File: config.mk
export PLATFORM = sky130hd
export DESIGN_NAME = card_number_luhn_classifier_top_flat
export DESIGN_NICKNAME = d
export VERILOG_FILES = /design/src/rtl/cnlc_pkg.sv /design/src/rtl/cnlc_if.sv /design/src/rtl/cnlc_dd_stage.sv /design/src/rtl/cnlc_digit_sum.sv /design/src/rtl/cnlc_classify.sv /design/src/rtl/card_number_luhn_classifier_top.sv /design/src/flat_wrapper.sv
export VERILOG_INCLUDE_DIRS = /design/src /design/src/rtl
export SDC_FILE = /design/constraint.sdc
export NUM_CORES = 2
export LEC_CHECK = 0
export BUFFER_PORTS_ARGS = -buffer_cell sky130_fd_sc_hd__buf_2
export CORE_MARGIN = 2
export CORE_UTILIZATION = 56
export CTS_CLUSTER_DIAMETER = 60
export DETAILED_ROUTE_END_ITERATION = 16
export PLACE_DENSITY = 0.82
export SLEW_MARGIN = 30
export SYNTH_ARGS = -nofsm -noshare
export SYNTH_HDL_FRONTEND = slang
export SYNTH_SLANG_ARGS = --single-unit
File: constraint.sdc
create_clock -name clk_i -period 6.8 [get_ports clk_i]
set_clock_uncertainty 0.1 [all_clocks]
set_input_delay 1.36 -clock clk_i [delete_from_list [all_inputs] [get_ports clk_i]]
set_output_delay 1.36 -clock clk_i [all_outputs]
set_load 0.01 [all_outputs]
File: src/rtl/card_number_luhn_classifier_top_defines.svh
// assertion macros for the card number check block
// used by the modules that carry concurrent checks; no other dependencies
`ifndef CARD_NUMBER_LUHN_CLASSIFIER_TOP_DEFINES_SVH
`define CARD_NUMBER_LUHN_CLASSIFIER_TOP_DEFINES_SVH

// same-cycle implication, disabled while in reset
`define CNLC_ASSERT_IMP(label, clk, rst_n, ante, cons, msg) \
  label: assert property (@(posedge clk) disable iff (!(rst_n)) (ante) |-> (cons)) \
    else $error(msg);

// next-cycle implication, disabled while in reset
`define CNLC_ASSERT_NXT(label, clk, rst_n, ante, cons, msg) \
  label: assert property (@(posedge clk) disable iff (!(rst_n)) (ante) |=> (cons)) \
    else $error(msg);

`endif

File: src/rtl/cnlc_pkg.sv
// shared types, constants and helpers for the card number check block
// no dependencies
`default_nettype none

package cnlc_pkg;

  // word and converter geometry
  localparam int unsigned CARD_W     = 63;
  localparam int unsigned BCD_DIGITS = 19;
  localparam int unsigned BCD_W      = 4 * BCD_DIGITS;
  localparam int unsigned DD_STEPS   = 8;
  localparam int unsigned DD_STAGES  = (CARD_W + DD_STEPS - 1) / DD_STEPS;
  localparam int unsigned COUNT_W    = 5;
  localparam int unsigned TOTAL_W    = 8;

  // shift-and-add-3 correction
  localparam logic [3:0] DD_ADJ_MIN = 4'd5;
  localparam logic [3:0] DD_ADJ     = 4'd3;

  // accepted lengths
  localparam logic [COUNT_W-1:0] LEN_A = 5'd13;
  localparam logic [COUNT_W-1:0] LEN_B = 5'd15;
  localparam logic [COUNT_W-1:0] LEN_C = 5'd16;

  // prefix digits
  localparam logic [3:0] DIG_THREE = 4'd3;
  localparam logic [3:0] DIG_FOUR  = 4'd4;
  localparam logic [3:0] DIG_FIVE  = 4'd5;
  localparam logic [3:0] DIG_SEVEN = 4'd7;
  localparam logic [3:0] DIG_ONE   = 4'd1;

  // remainder by ten through a reciprocal, exact for values below 1029
  localparam logic [15:0] MOD10_RECIP = 16'd205;
  localparam int unsigned MOD10_SHIFT = 11;

  typedef enum logic [1:0] {
    CLASS_INVALID = 2'd0,
    CLASS_3X      = 2'd1,
    CLASS_5X      = 2'd2,
    CLASS_4X      = 2'd3
  } card_class_e;

  // what the digit stage hands to the classifier
  typedef struct packed {
    logic               too_long;
    logic [COUNT_W-1:0] count;
    logic [TOTAL_W-1:0] total;
    logic [3:0]         hi;
    logic [3:0]         lo;
  } digit_info_t;

  typedef struct packed {
    card_class_e        card_class;
    logic               checksum_ok;
    logic [COUNT_W-1:0] digit_count;
  } result_t;

  // sum of the decimal digits of twice a digit
  function automatic logic [3:0] dbl_digit_sum(input logic [3:0] d);
    logic [4:0] p;
    p = {d, 1'b0};
    if (d >= DD_ADJ_MIN) begin
      return 4'(p - 5'd9);
    end
    return p[3:0];
  endfunction

endpackage

`default_nettype wire

File: src/rtl/cnlc_if.sv
// valid/ready channels of the card number check block
// depends on cnlc_pkg
`default_nettype none

interface cnlc_in_if import cnlc_pkg::*; ();
  logic              valid;
  logic              ready;
  logic [CARD_W-1:0] card_value;

  modport source (output valid, output card_value, input ready);
  modport sink   (input valid, input card_value, output ready);
endinterface

interface cnlc_out_if import cnlc_pkg::*; ();
  logic               valid;
  logic               ready;
  logic [1:0]         card_class;
  logic               checksum_ok;
  logic [COUNT_W-1:0] digit_count;

  modport source (output valid, output card_class, output checksum_ok,
                  output digit_count, input ready);
  modport sink   (input valid, input card_class, input checksum_ok,
                  input digit_count, output ready);
endinterface

`default_nettype wire

File: src/rtl/cnlc_dd_stage.sv
// one register stage of the binary to decimal converter (shift and add 3)
// depends on cnlc_pkg
`default_nettype none

module cnlc_dd_stage import cnlc_pkg::*; #(
  parameter int unsigned STEPS = 8
) (
  input  wire logic              clk_i,
  input  wire logic              rst_ni,
  input  wire logic              valid_i,
  output logic                   ready_o,
  input  wire logic [BCD_W-1:0]  bcd_i,
  input  wire logic [CARD_W-1:0] bin_i,
  output logic                   valid_o,
  input  wire logic              ready_i,
  output logic [BCD_W-1:0]       bcd_o,
  output logic [CARD_W-1:0]      bin_o
);

  logic              valid_q;
  logic [BCD_W-1:0]  bcd_d, bcd_q;
  logic [CARD_W-1:0] bin_d, bin_q;

  // stage takes a word when empty or when its word moves on
  assign ready_o = !valid_q || ready_i;

  // STEPS iterations of correct-then-shift
  always_comb begin
    bcd_d = bcd_i;
    bin_d = bin_i;
    for (int s = 0; s < STEPS; s++) begin
      for (int k = 0; k < BCD_DIGITS; k++) begin
        if (bcd_d[4*k +: 4] >= DD_ADJ_MIN) begin
          bcd_d[4*k +: 4] = bcd_d[4*k +: 4] + DD_ADJ;
        end
      end
      bcd_d = {bcd_d[BCD_W-2:0], bin_d[CARD_W-1]};
      bin_d = {bin_d[CARD_W-2:0], 1'b0};
    end
  end

  // valid bit
  always_ff @(posedge clk_i or negedge rst_ni) begin
    if (!rst_ni) begin
      valid_q <= 1'b0;
    end else if (ready_o) begin
      valid_q <= valid_i;
    end
  end

  // payload
  always_ff @(posedge clk_i) begin
    if (ready_o && valid_i) begin
      bcd_q <= bcd_d;
      bin_q <= bin_d;
    end
  end

  assign valid_o = valid_q;
  assign bcd_o   = bcd_q;
  assign bin_o   = bin_q;

endmodule

`default_nettype wire

File: src/rtl/cnlc_digit_sum.sv
// digit stage: length, Luhn total and the two leading digits
// depends on cnlc_pkg
`default_nettype none

module cnlc_digit_sum import cnlc_pkg::*; #(
  parameter int unsigned MAX_DIGITS = 19
) (
  input  wire logic             clk_i,
  input  wire logic             rst_ni,
  input  wire logic             valid_i,
  output logic                  ready_o,
  input  wire logic [BCD_W-1:0] bcd_i,
  output logic                  valid_o,
  input  wire logic             ready_i,
  output digit_info_t           info_o
);

  localparam int unsigned GROUP  = 4;
  localparam int unsigned GROUPS = (MAX_DIGITS + GROUP - 1) / GROUP;

  logic                 valid_q;
  digit_info_t          info_d, info_q;
  logic [3:0]           dig [BCD_DIGITS];
  logic [3:0]           term [GROUPS*GROUP];
  logic [TOTAL_W-1:0]   part [GROUPS];
  logic [TOTAL_W-1:0]   total;
  logic [COUNT_W-1:0]   cnt;
  logic                 too_long;

  assign ready_o = !valid_q || ready_i;

  // unpack digits
  always_comb begin
    for (int i = 0; i < BCD_DIGITS; i++) begin
      dig[i] = bcd_i[4*i +: 4];
    end
  end

  // per-digit Luhn terms, doubled on every second digit from the right
  always_comb begin
    for (int i = 0; i < GROUPS*GROUP; i++) begin
      if (i >= MAX_DIGITS) begin
        term[i] = 4'd0;
      end else if ((i % 2) == 1) begin
        term[i] = dbl_digit_sum(dig[i]);
      end else begin
        term[i] = dig[i];
      end
    end
  end

  // two-level adder: groups of four, then the group sums
  always_comb begin
    for (int g = 0; g < GROUPS; g++) begin
      part[g] = '0;
      for (int j = 0; j < GROUP; j++) begin
        part[g] = part[g] + TOTAL_W'(term[g*GROUP + j]);
      end
    end
    total = '0;
    for (int g = 0; g < GROUPS; g++) begin
      total = total + part[g];
    end
  end

  // digit count and overflow beyond the converter width
  always_comb begin
    cnt      = COUNT_W'(1);
    too_long = 1'b0;
    for (int i = 0; i < MAX_DIGITS; i++) begin
      if (dig[i] != 4'd0) begin
        cnt = COUNT_W'(i + 1);
      end
    end
    for (int i = MAX_DIGITS; i < BCD_DIGITS; i++) begin
      if (dig[i] != 4'd0) begin
        too_long = 1'b1;
      end
    end
    if (too_long) begin
      cnt = COUNT_W'(MAX_DIGITS);
    end
  end

  // leading digits, only for the accepted lengths
  always_comb begin
    info_d          = '0;
    info_d.too_long = too_long;
    info_d.count    = cnt;
    info_d.total    = total;
    case (cnt)
      LEN_A: begin
        info_d.hi = dig[LEN_A-1];
        info_d.lo = dig[LEN_A-2];
      end
      LEN_B: begin
        info_d.hi = dig[LEN_B-1];
        info_d.lo = dig[LEN_B-2];
      end
      LEN_C: begin
        info_d.hi = dig[LEN_C-1];
        info_d.lo = dig[LEN_C-2];
      end
      default: begin
        info_d.hi = 4'd0;
        info_d.lo = 4'd0;
      end
    endcase
  end

  always_ff @(posedge clk_i or negedge rst_ni) begin
    if (!rst_ni) begin
      valid_q <= 1'b0;
    end else if (ready_o) begin
      valid_q <= valid_i;
    end
  end

  always_ff @(posedge clk_i) begin
    if (ready_o && valid_i) begin
      info_q <= info_d;
    end
  end

  assign valid_o = valid_q;
  assign info_o  = info_q;

endmodule

`default_nettype wire

File: src/rtl/cnlc_classify.sv
// final stage: checksum test, length test and prefix class
// depends on cnlc_pkg and the assertion macro header
`default_nettype none
`include "card_number_luhn_classifier_top_defines.svh"

module cnlc_classify import cnlc_pkg::*; #(
  parameter int unsigned MAX_DIGITS = 19
) (
  input  wire logic        clk_i,
  input  wire logic        rst_ni,
  input  wire logic        valid_i,
  output logic             ready_o,
  input  wire digit_info_t info_i,
  output logic             valid_o,
  input  wire logic        ready_i,
  output result_t          result_o
);

  logic        valid_q;
  result_t     result_d, result_q;
  logic [15:0] prod;
  logic [4:0]  quot;
  logic        sum_ok;
  logic        len_ok;
  card_class_e cls;

  assign ready_o = !valid_q || ready_i;

  // total is a multiple of ten when it equals ten times its quotient
  always_comb begin
    prod   = 16'(info_i.total) * MOD10_RECIP;
    quot   = prod[MOD10_SHIFT +: 5];
    sum_ok = (info_i.total == (8'({quot, 3'b000}) + 8'({quot, 1'b0})));
  end

  // length and prefix
  always_comb begin
    len_ok = !info_i.too_long && (info_i.count inside {LEN_A, LEN_B, LEN_C});
    cls    = CLASS_INVALID;
    if (len_ok && sum_ok) begin
      if (info_i.hi == DIG_THREE && (info_i.lo == DIG_FOUR || info_i.lo == DIG_SEVEN)) begin
        cls = CLASS_3X;
      end else if (info_i.hi == DIG_FIVE && info_i.lo inside {[DIG_ONE:DIG_FIVE]}) begin
        cls = CLASS_5X;
      end else if (info_i.hi == DIG_FOUR) begin
        cls = CLASS_4X;
      end
    end
    result_d.card_class  = cls;
    result_d.checksum_ok = sum_ok;
    result_d.digit_count = info_i.count;
  end

  always_ff @(posedge clk_i or negedge rst_ni) begin
    if (!rst_ni) begin
      valid_q <= 1'b0;
    end else if (ready_o) begin
      valid_q <= valid_i;
    end
  end

  always_ff @(posedge clk_i) begin
    if (ready_o && valid_i) begin
      result_q <= result_d;
    end
  end

  assign valid_o  = valid_q;
  assign result_o = result_q;

  // a classed number has passed the checksum
  `CNLC_ASSERT_IMP(a_class_needs_sum, clk_i, rst_ni,
    valid_q && result_q.card_class != CLASS_INVALID, result_q.checksum_ok,
    "class given without checksum")
  // a classed number has an accepted length
  `CNLC_ASSERT_IMP(a_class_needs_len, clk_i, rst_ni,
    valid_q && result_q.card_class != CLASS_INVALID,
    result_q.digit_count == LEN_A || result_q.digit_count == LEN_B ||
    result_q.digit_count == LEN_C,
    "class given for wrong length")
  // count stays within the converter range
  `CNLC_ASSERT_IMP(a_count_range, clk_i, rst_ni, valid_q,
    result_q.digit_count != '0 && result_q.digit_count <= COUNT_W'(MAX_DIGITS),
    "digit count out of range")
  // a held result keeps its word
  `CNLC_ASSERT_NXT(a_hold, clk_i, rst_ni, valid_q && !ready_i,
    valid_q && $stable(result_q), "stalled result changed")

endmodule

`default_nettype wire

File: src/rtl/card_number_luhn_classifier_top.sv
// Card number check: binary to decimal conversion, Luhn mod-10 test, prefix class.
//
// Input channel in_i carries one 63-bit card number per word; output channel
// out_o carries the class (0 invalid, 1 leading 34/37, 2 leading 51..55,
// 3 leading 4), the checksum flag and the decimal digit count.
// An input word passes through eight converter stages (eight shift-and-add-3
// steps each, seven in the last), one digit stage (length, Luhn total, leading
// digits) and one output stage before it leaves as its output word.
// Throughput is one word per cycle without stalls; every stage holds a valid
// bit and takes a new word whenever it is empty or its word moves on.
// When the receiver stalls, ready falls back stage by stage; each stage holds
// its word, so nothing is lost or repeated, and in_i.ready drops only once
// the whole pipeline is full.
// Reset clears every valid bit; the pipeline comes up empty and ready.
// depends on cnlc_pkg, cnlc_if and the stage modules
`default_nettype none

module card_number_luhn_classifier_top import cnlc_pkg::*; #(
  parameter int unsigned MAX_DIGITS = 19
) (
  input  wire logic  clk_i,
  input  wire logic  rst_ni,
  cnlc_in_if.sink    in_i,
  cnlc_out_if.source out_o
);

  logic              dd_valid [DD_STAGES+1];
  logic              dd_ready [DD_STAGES+1];
  logic [BCD_W-1:0]  dd_bcd   [DD_STAGES+1];
  logic [CARD_W-1:0] dd_bin   [DD_STAGES+1];

  logic        ds_valid, ds_ready;
  digit_info_t ds_info;
  result_t     result;

  // converter input
  assign dd_valid[0] = in_i.valid;
  assign in_i.ready  = dd_ready[0];
  assign dd_bcd[0]   = '0;
  assign dd_bin[0]   = in_i.card_value;

  // converter pipeline
  for (genvar s = 0; s < DD_STAGES; s++) begin : g_dd
    localparam int unsigned LEFT  = CARD_W - s * DD_STEPS;
    localparam int unsigned STEPS = (LEFT > DD_STEPS) ? DD_STEPS : LEFT;
    cnlc_dd_stage #(
      .STEPS(STEPS)
    ) u_stage (
      .clk_i  (clk_i),
      .rst_ni (rst_ni),
      .valid_i(dd_valid[s]),
      .ready_o(dd_ready[s]),
      .bcd_i  (dd_bcd[s]),
      .bin_i  (dd_bin[s]),
      .valid_o(dd_valid[s+1]),
      .ready_i(dd_ready[s+1]),
      .bcd_o  (dd_bcd[s+1]),
      .bin_o  (dd_bin[s+1])
    );
  end

  // digit stage
  cnlc_digit_sum #(
    .MAX_DIGITS(MAX_DIGITS)
  ) u_digit_sum (
    .clk_i  (clk_i),
    .rst_ni (rst_ni),
    .valid_i(dd_valid[DD_STAGES]),
    .ready_o(dd_ready[DD_STAGES]),
    .bcd_i  (dd_bcd[DD_STAGES]),
    .valid_o(ds_valid),
    .ready_i(ds_ready),
    .info_o (ds_info)
  );

  // output stage
  cnlc_classify #(
    .MAX_DIGITS(MAX_DIGITS)
  ) u_classify (
    .clk_i   (clk_i),
    .rst_ni  (rst_ni),
    .valid_i (ds_valid),
    .ready_o (ds_ready),
    .info_i  (ds_info),
    .valid_o (out_o.valid),
    .ready_i (out_o.ready),
    .result_o(result)
  );

  assign out_o.card_class  = result.card_class;
  assign out_o.checksum_ok = result.checksum_ok;
  assign out_o.digit_count = result.digit_count;

endmodule

`default_nettype wire
File: src/flat_wrapper.sv
// flat-port wrapper written by rule: the top's interface ports become plain ports
module card_number_luhn_classifier_top_flat import cnlc_pkg::*;
#(
  parameter int unsigned MAX_DIGITS = 19
)
  (clk_i, rst_ni, in_i_valid, in_i_card_value, in_i_ready, out_o_valid, out_o_card_class, out_o_checksum_ok, out_o_digit_count, out_o_ready);
  cnlc_in_if in_i_i ();
  cnlc_out_if out_o_i ();
  input  wire logic clk_i;
  input  wire logic rst_ni;
  input wire logic [$bits(in_i_i.valid)-1:0] in_i_valid;
  input wire logic [$bits(in_i_i.card_value)-1:0] in_i_card_value;
  output wire logic [$bits(in_i_i.ready)-1:0] in_i_ready;
  output wire logic [$bits(out_o_i.valid)-1:0] out_o_valid;
  output wire logic [$bits(out_o_i.card_class)-1:0] out_o_card_class;
  output wire logic [$bits(out_o_i.checksum_ok)-1:0] out_o_checksum_ok;
  output wire logic [$bits(out_o_i.digit_count)-1:0] out_o_digit_count;
  input wire logic [$bits(out_o_i.ready)-1:0] out_o_ready;
  assign in_i_i.valid = in_i_valid;
  assign in_i_i.card_value = in_i_card_value;
  assign in_i_ready = in_i_i.ready;
  assign out_o_valid = out_o_i.valid;
  assign out_o_card_class = out_o_i.card_class;
  assign out_o_checksum_ok = out_o_i.checksum_ok;
  assign out_o_digit_count = out_o_i.digit_count;
  assign out_o_i.ready = out_o_ready;
  card_number_luhn_classifier_top #(.MAX_DIGITS(MAX_DIGITS)) u_core (.clk_i(clk_i), .rst_ni(rst_ni), .in_i(in_i_i), .out_o(out_o_i));
endmodule
==> flow_summary.yaml <==
drt:
  vias: 86430
  ant_nets: 0
  routedWlPerCell_um: 15.80
  drt-initial-drc-count: 5599
  finalWirelength_mm: 222.9
  via_per_inst: 6.127
  drc_errors: 0
  first_pass_iters: 6
floorplan:
  die_x_um: 406.5
  ios: 77
  start_util_pct: 56.45
  die_h_um: 406.5
  core_area_um2: 160800
  rows: 147
  design.die.area_um2: 165300
sta:
  fmax_mhz: 143.4
  worstMarginPinSlew_ns: 0.9290
  period_share_pct: 102.6
  min_period_ns: 6.976
  hold_violations: 0
  rsz0062_at_grt: "true"
  finalSetupViolCount: 6
  drv_slew: 0
  setup_ws_ns: -0.1759
  maxSlewHeadroom_pct: 38.06
critical_path:
  max_stage_delay_ns: 0.41
  critPathRequiredTime_ns: 7.13
  endpoint_kind: "register"
  slowest_stage: "edfxtp_1"
  critPathKind: "reg2reg"
  cp-start-kind: "register"
  worstPathArrival_ns: 7.30
  cp_max_fo: 4
synthesis:
  synth-seq-cells: 626
  yosysSeqAreaShare_pct: 20.66
  yosys_most_used_dff: "edfxtp_1"
  yosys.area_share.adder_pct: 12.99
  syn_inst: 11330
  synth_xor_xnor_area_share_pct: 6.984
  synthTopCellsByArea: "edfxtp_1 (20%), ha_1 (11%), a21oi_1 (5.1%), mux2i_1 (5.1%), o21ai_0 (4.9%)"
  synth_compound_area_share_pct: 27.51
  async_reset_ff_share_pct: 1.597
  ys_types: 138
  synthMostInstantiatedCell: "nor2_1"
  synth_top_area_share_pct: 20.39
  synthMuxAreaShare_pct: 8.794
  syn_nets: 12270
  synth_common_cells: "nor2_1 (1,070), inv_1 (1,048), a21oi_1 (928)"
  postSynthAreaPerCell_um2: 8.006
  synth_top_family_by_area: "compound AO/OA/AOI/OAI gates"
  yosys.area_share.simple_pct: 17.87
  synth_top_cell_by_area: "edfxtp_1"
  yosysWarnings: 0
  synth_edf_count: 616
  syn_area_um2: 90740
clock_tree:
  cts_hold_buf: 0
  cts.sinks: 626
  cts_tree: "done"
  cts_buffer_depth: 3
  ctsRootBufferMaster: "clkbuf_16"
  htree_levels: 3
  clk_latency_ns: 0.75
  cts_made_buffers: 94
  clk_pin_slew_ns: 0.06
place:
  gp_congestion: 0.8864
  io_buffers: 76
  dpl.hpwl_mm: 157.9
grt:
  grt_pass1_vias: 79670
  grt_use_total_pct: 23.90
  grt_overflow_total: 0
  antenna_found_initial: 2
  grt_pass1_wl_mm: 348.3
  grt_max_degree: 82
job:
  maxCapViolations: 0
layout:
  finalNetCount: 12800
  fillCellCount: 12070
  layout-drive-gt1-share_pct: 19.76
  area_growth_pct: 15.91
  fin_util_pct: 65.43
status:
  status: "finished, violations left"
  violations: "negative setup slack"
worst_hold_path:
  hp-class: "reg2reg"
flip-flops by register name, summed over array words and instances, names as in the netlist:
name / count
u_core.u_classify.result_o: 8
u_core.g_dd.u_stage.valid_o: 8
u_core.u_digit_sum.valid_o: 1
u_core.u_classify.valid_o: 1
u_core.g_dd.u_stage.bcd_o: 370
u_core.u_digit_sum.info_o: 21
u_core.g_dd.u_stage.bin_o: 217
cell type report:
class	count	area [um^2]	area share [%]
Clock inverter	70	701.9	0.6673
Tap cell	2160	2703	2.569
Sequential cell	626	18750	17.82
Inverter	1084	4070	3.870
Clock buffer	106	2460	2.339
Timing Repair Buffer	597	4299	4.087
Multi-Input combinational cell	9462	72200	68.64
Antenna cell	1	2.502	0.002379
through the flow:
step                worst slack [ns]  area (um^2)  instances  TNS, ns  hold slack (ns)
floorplan                    0.02560        90780      11330        0           0.3003
global placement             -0.2024        94830      13620  -0.2024           0.3011
detailed placement           -0.5776        94830      13620   -15.34           0.3045
CTS                        0.0001990        98620      13810        0           0.3082
global route                 -0.5418       105200      14110   -18.32           0.3221
finish                       -0.1759       105200      14110  -0.6036           0.3063
what timing repair did:
item	in CTS	in global routing
buffers inserted	19	294
resized for setup	137	970
setup endpoints to repair	111	322
pin swaps	17	227
metal layers:
metal	track usage [%]	vias to the layer above	wire length, um	share of wire (%)
met3	2.686	630	8414	3.8
met5	0	-	27	0.012
li1	-	42510	-	-
met2	46.20	2245	117500	53
met1	26.71	41040	88960	40
met4	8.369	4	8048	3.6
layout by cell type, fill, tap and decap left out, types with 54 or more instances in the layout:
cell type / n
mux2_2: 252
o21ai_1: 207
inv_2: 84
a31oi_1: 109
nand2_1: 853
edfxtp_1: 616
mux2i_2: 60
fa_1: 81
a21oi_1: 808
o21ai_0: 790
nand3_1: 177
a21o_1: 127
a31o_2: 54
buf_2: 76
a21oi_2: 142
ha_1: 697
xor2_1: 99
o21ai_2: 75
xnor2_1: 278
xnor2_2: 208
inv_1: 997
and3_1: 55
o22ai_1: 94
a211oi_1: 93
ha_2: 87
nor2b_1: 189
a22oi_1: 66
nor3_1: 174
nand2b_1: 261
o21bai_1: 67
nor3b_1: 119
buf_4: 519
o211ai_1: 123
a31oi_2: 59
and2_1: 113
clkbuf_16: 96
o21a_1: 161
nor2_1: 1038
mux2i_1: 400
logic make-up (layout without fill, tap and decap cells):
family / Yosys count / in the layout
buffers and inverters: 1246 / 1857
adder cells (fa/ha/maj): 899 / 899
AO/OA/AOI/OAI: 3798 / 3798
XOR/XNOR: 641 / 641
flip-flops: 626 / 626
AND/OR/NAND/NOR: 3373 / 3373
other: 0 / 1
multiplexers: 751 / 751
path summary, 6_finish.rpt:
| kind | cells after the start | slack [ns] | endpoint | start |
|---|---|---|---|---|
| max | 31 | -0.18 | u_core.g_dd[7].u_stage.bcd_o[8] | u_core.g_dd[6].u_stage.bcd_o[0] |
| min | 0 | 0.31 | u_core.g_dd[5].u_stage.bin_o[58] | u_core.g_dd[4].u_stage.bin_o[50] |
| max reg2reg | 31 | -0.18 | u_core.g_dd[7].u_stage.bcd_o[8] | u_core.g_dd[6].u_stage.bcd_o[0] |
| min reg2reg | 0 | 0.31 | u_core.g_dd[5].u_stage.bin_o[58] | u_core.g_dd[4].u_stage.bin_o[50] |
| max in group asynchronous | 1 | 6.04 | u_core.g_dd[0].u_stage.valid_o | rst_ni |
| min in group asynchronous | 1 | 0.36 | u_core.u_digit_sum.valid_o | rst_ni |
critical path, delay by kind of cell, from the launching register on:
family                     cells  cell delay, ns
adders and majority gates      7            1.84
AOI/OAI and AO/OA              6            1.14
DFF                            1            0.41
buffers and inverters          3            0.38
muxes                          1            0.10
xor gates and xnor gates       5            1.20
and+or+nand+nor                9            1.49
Power is left out: the tool's default activity adds up to more than one toggle a clock period on the data nets, which glitch-free logic cannot reach.
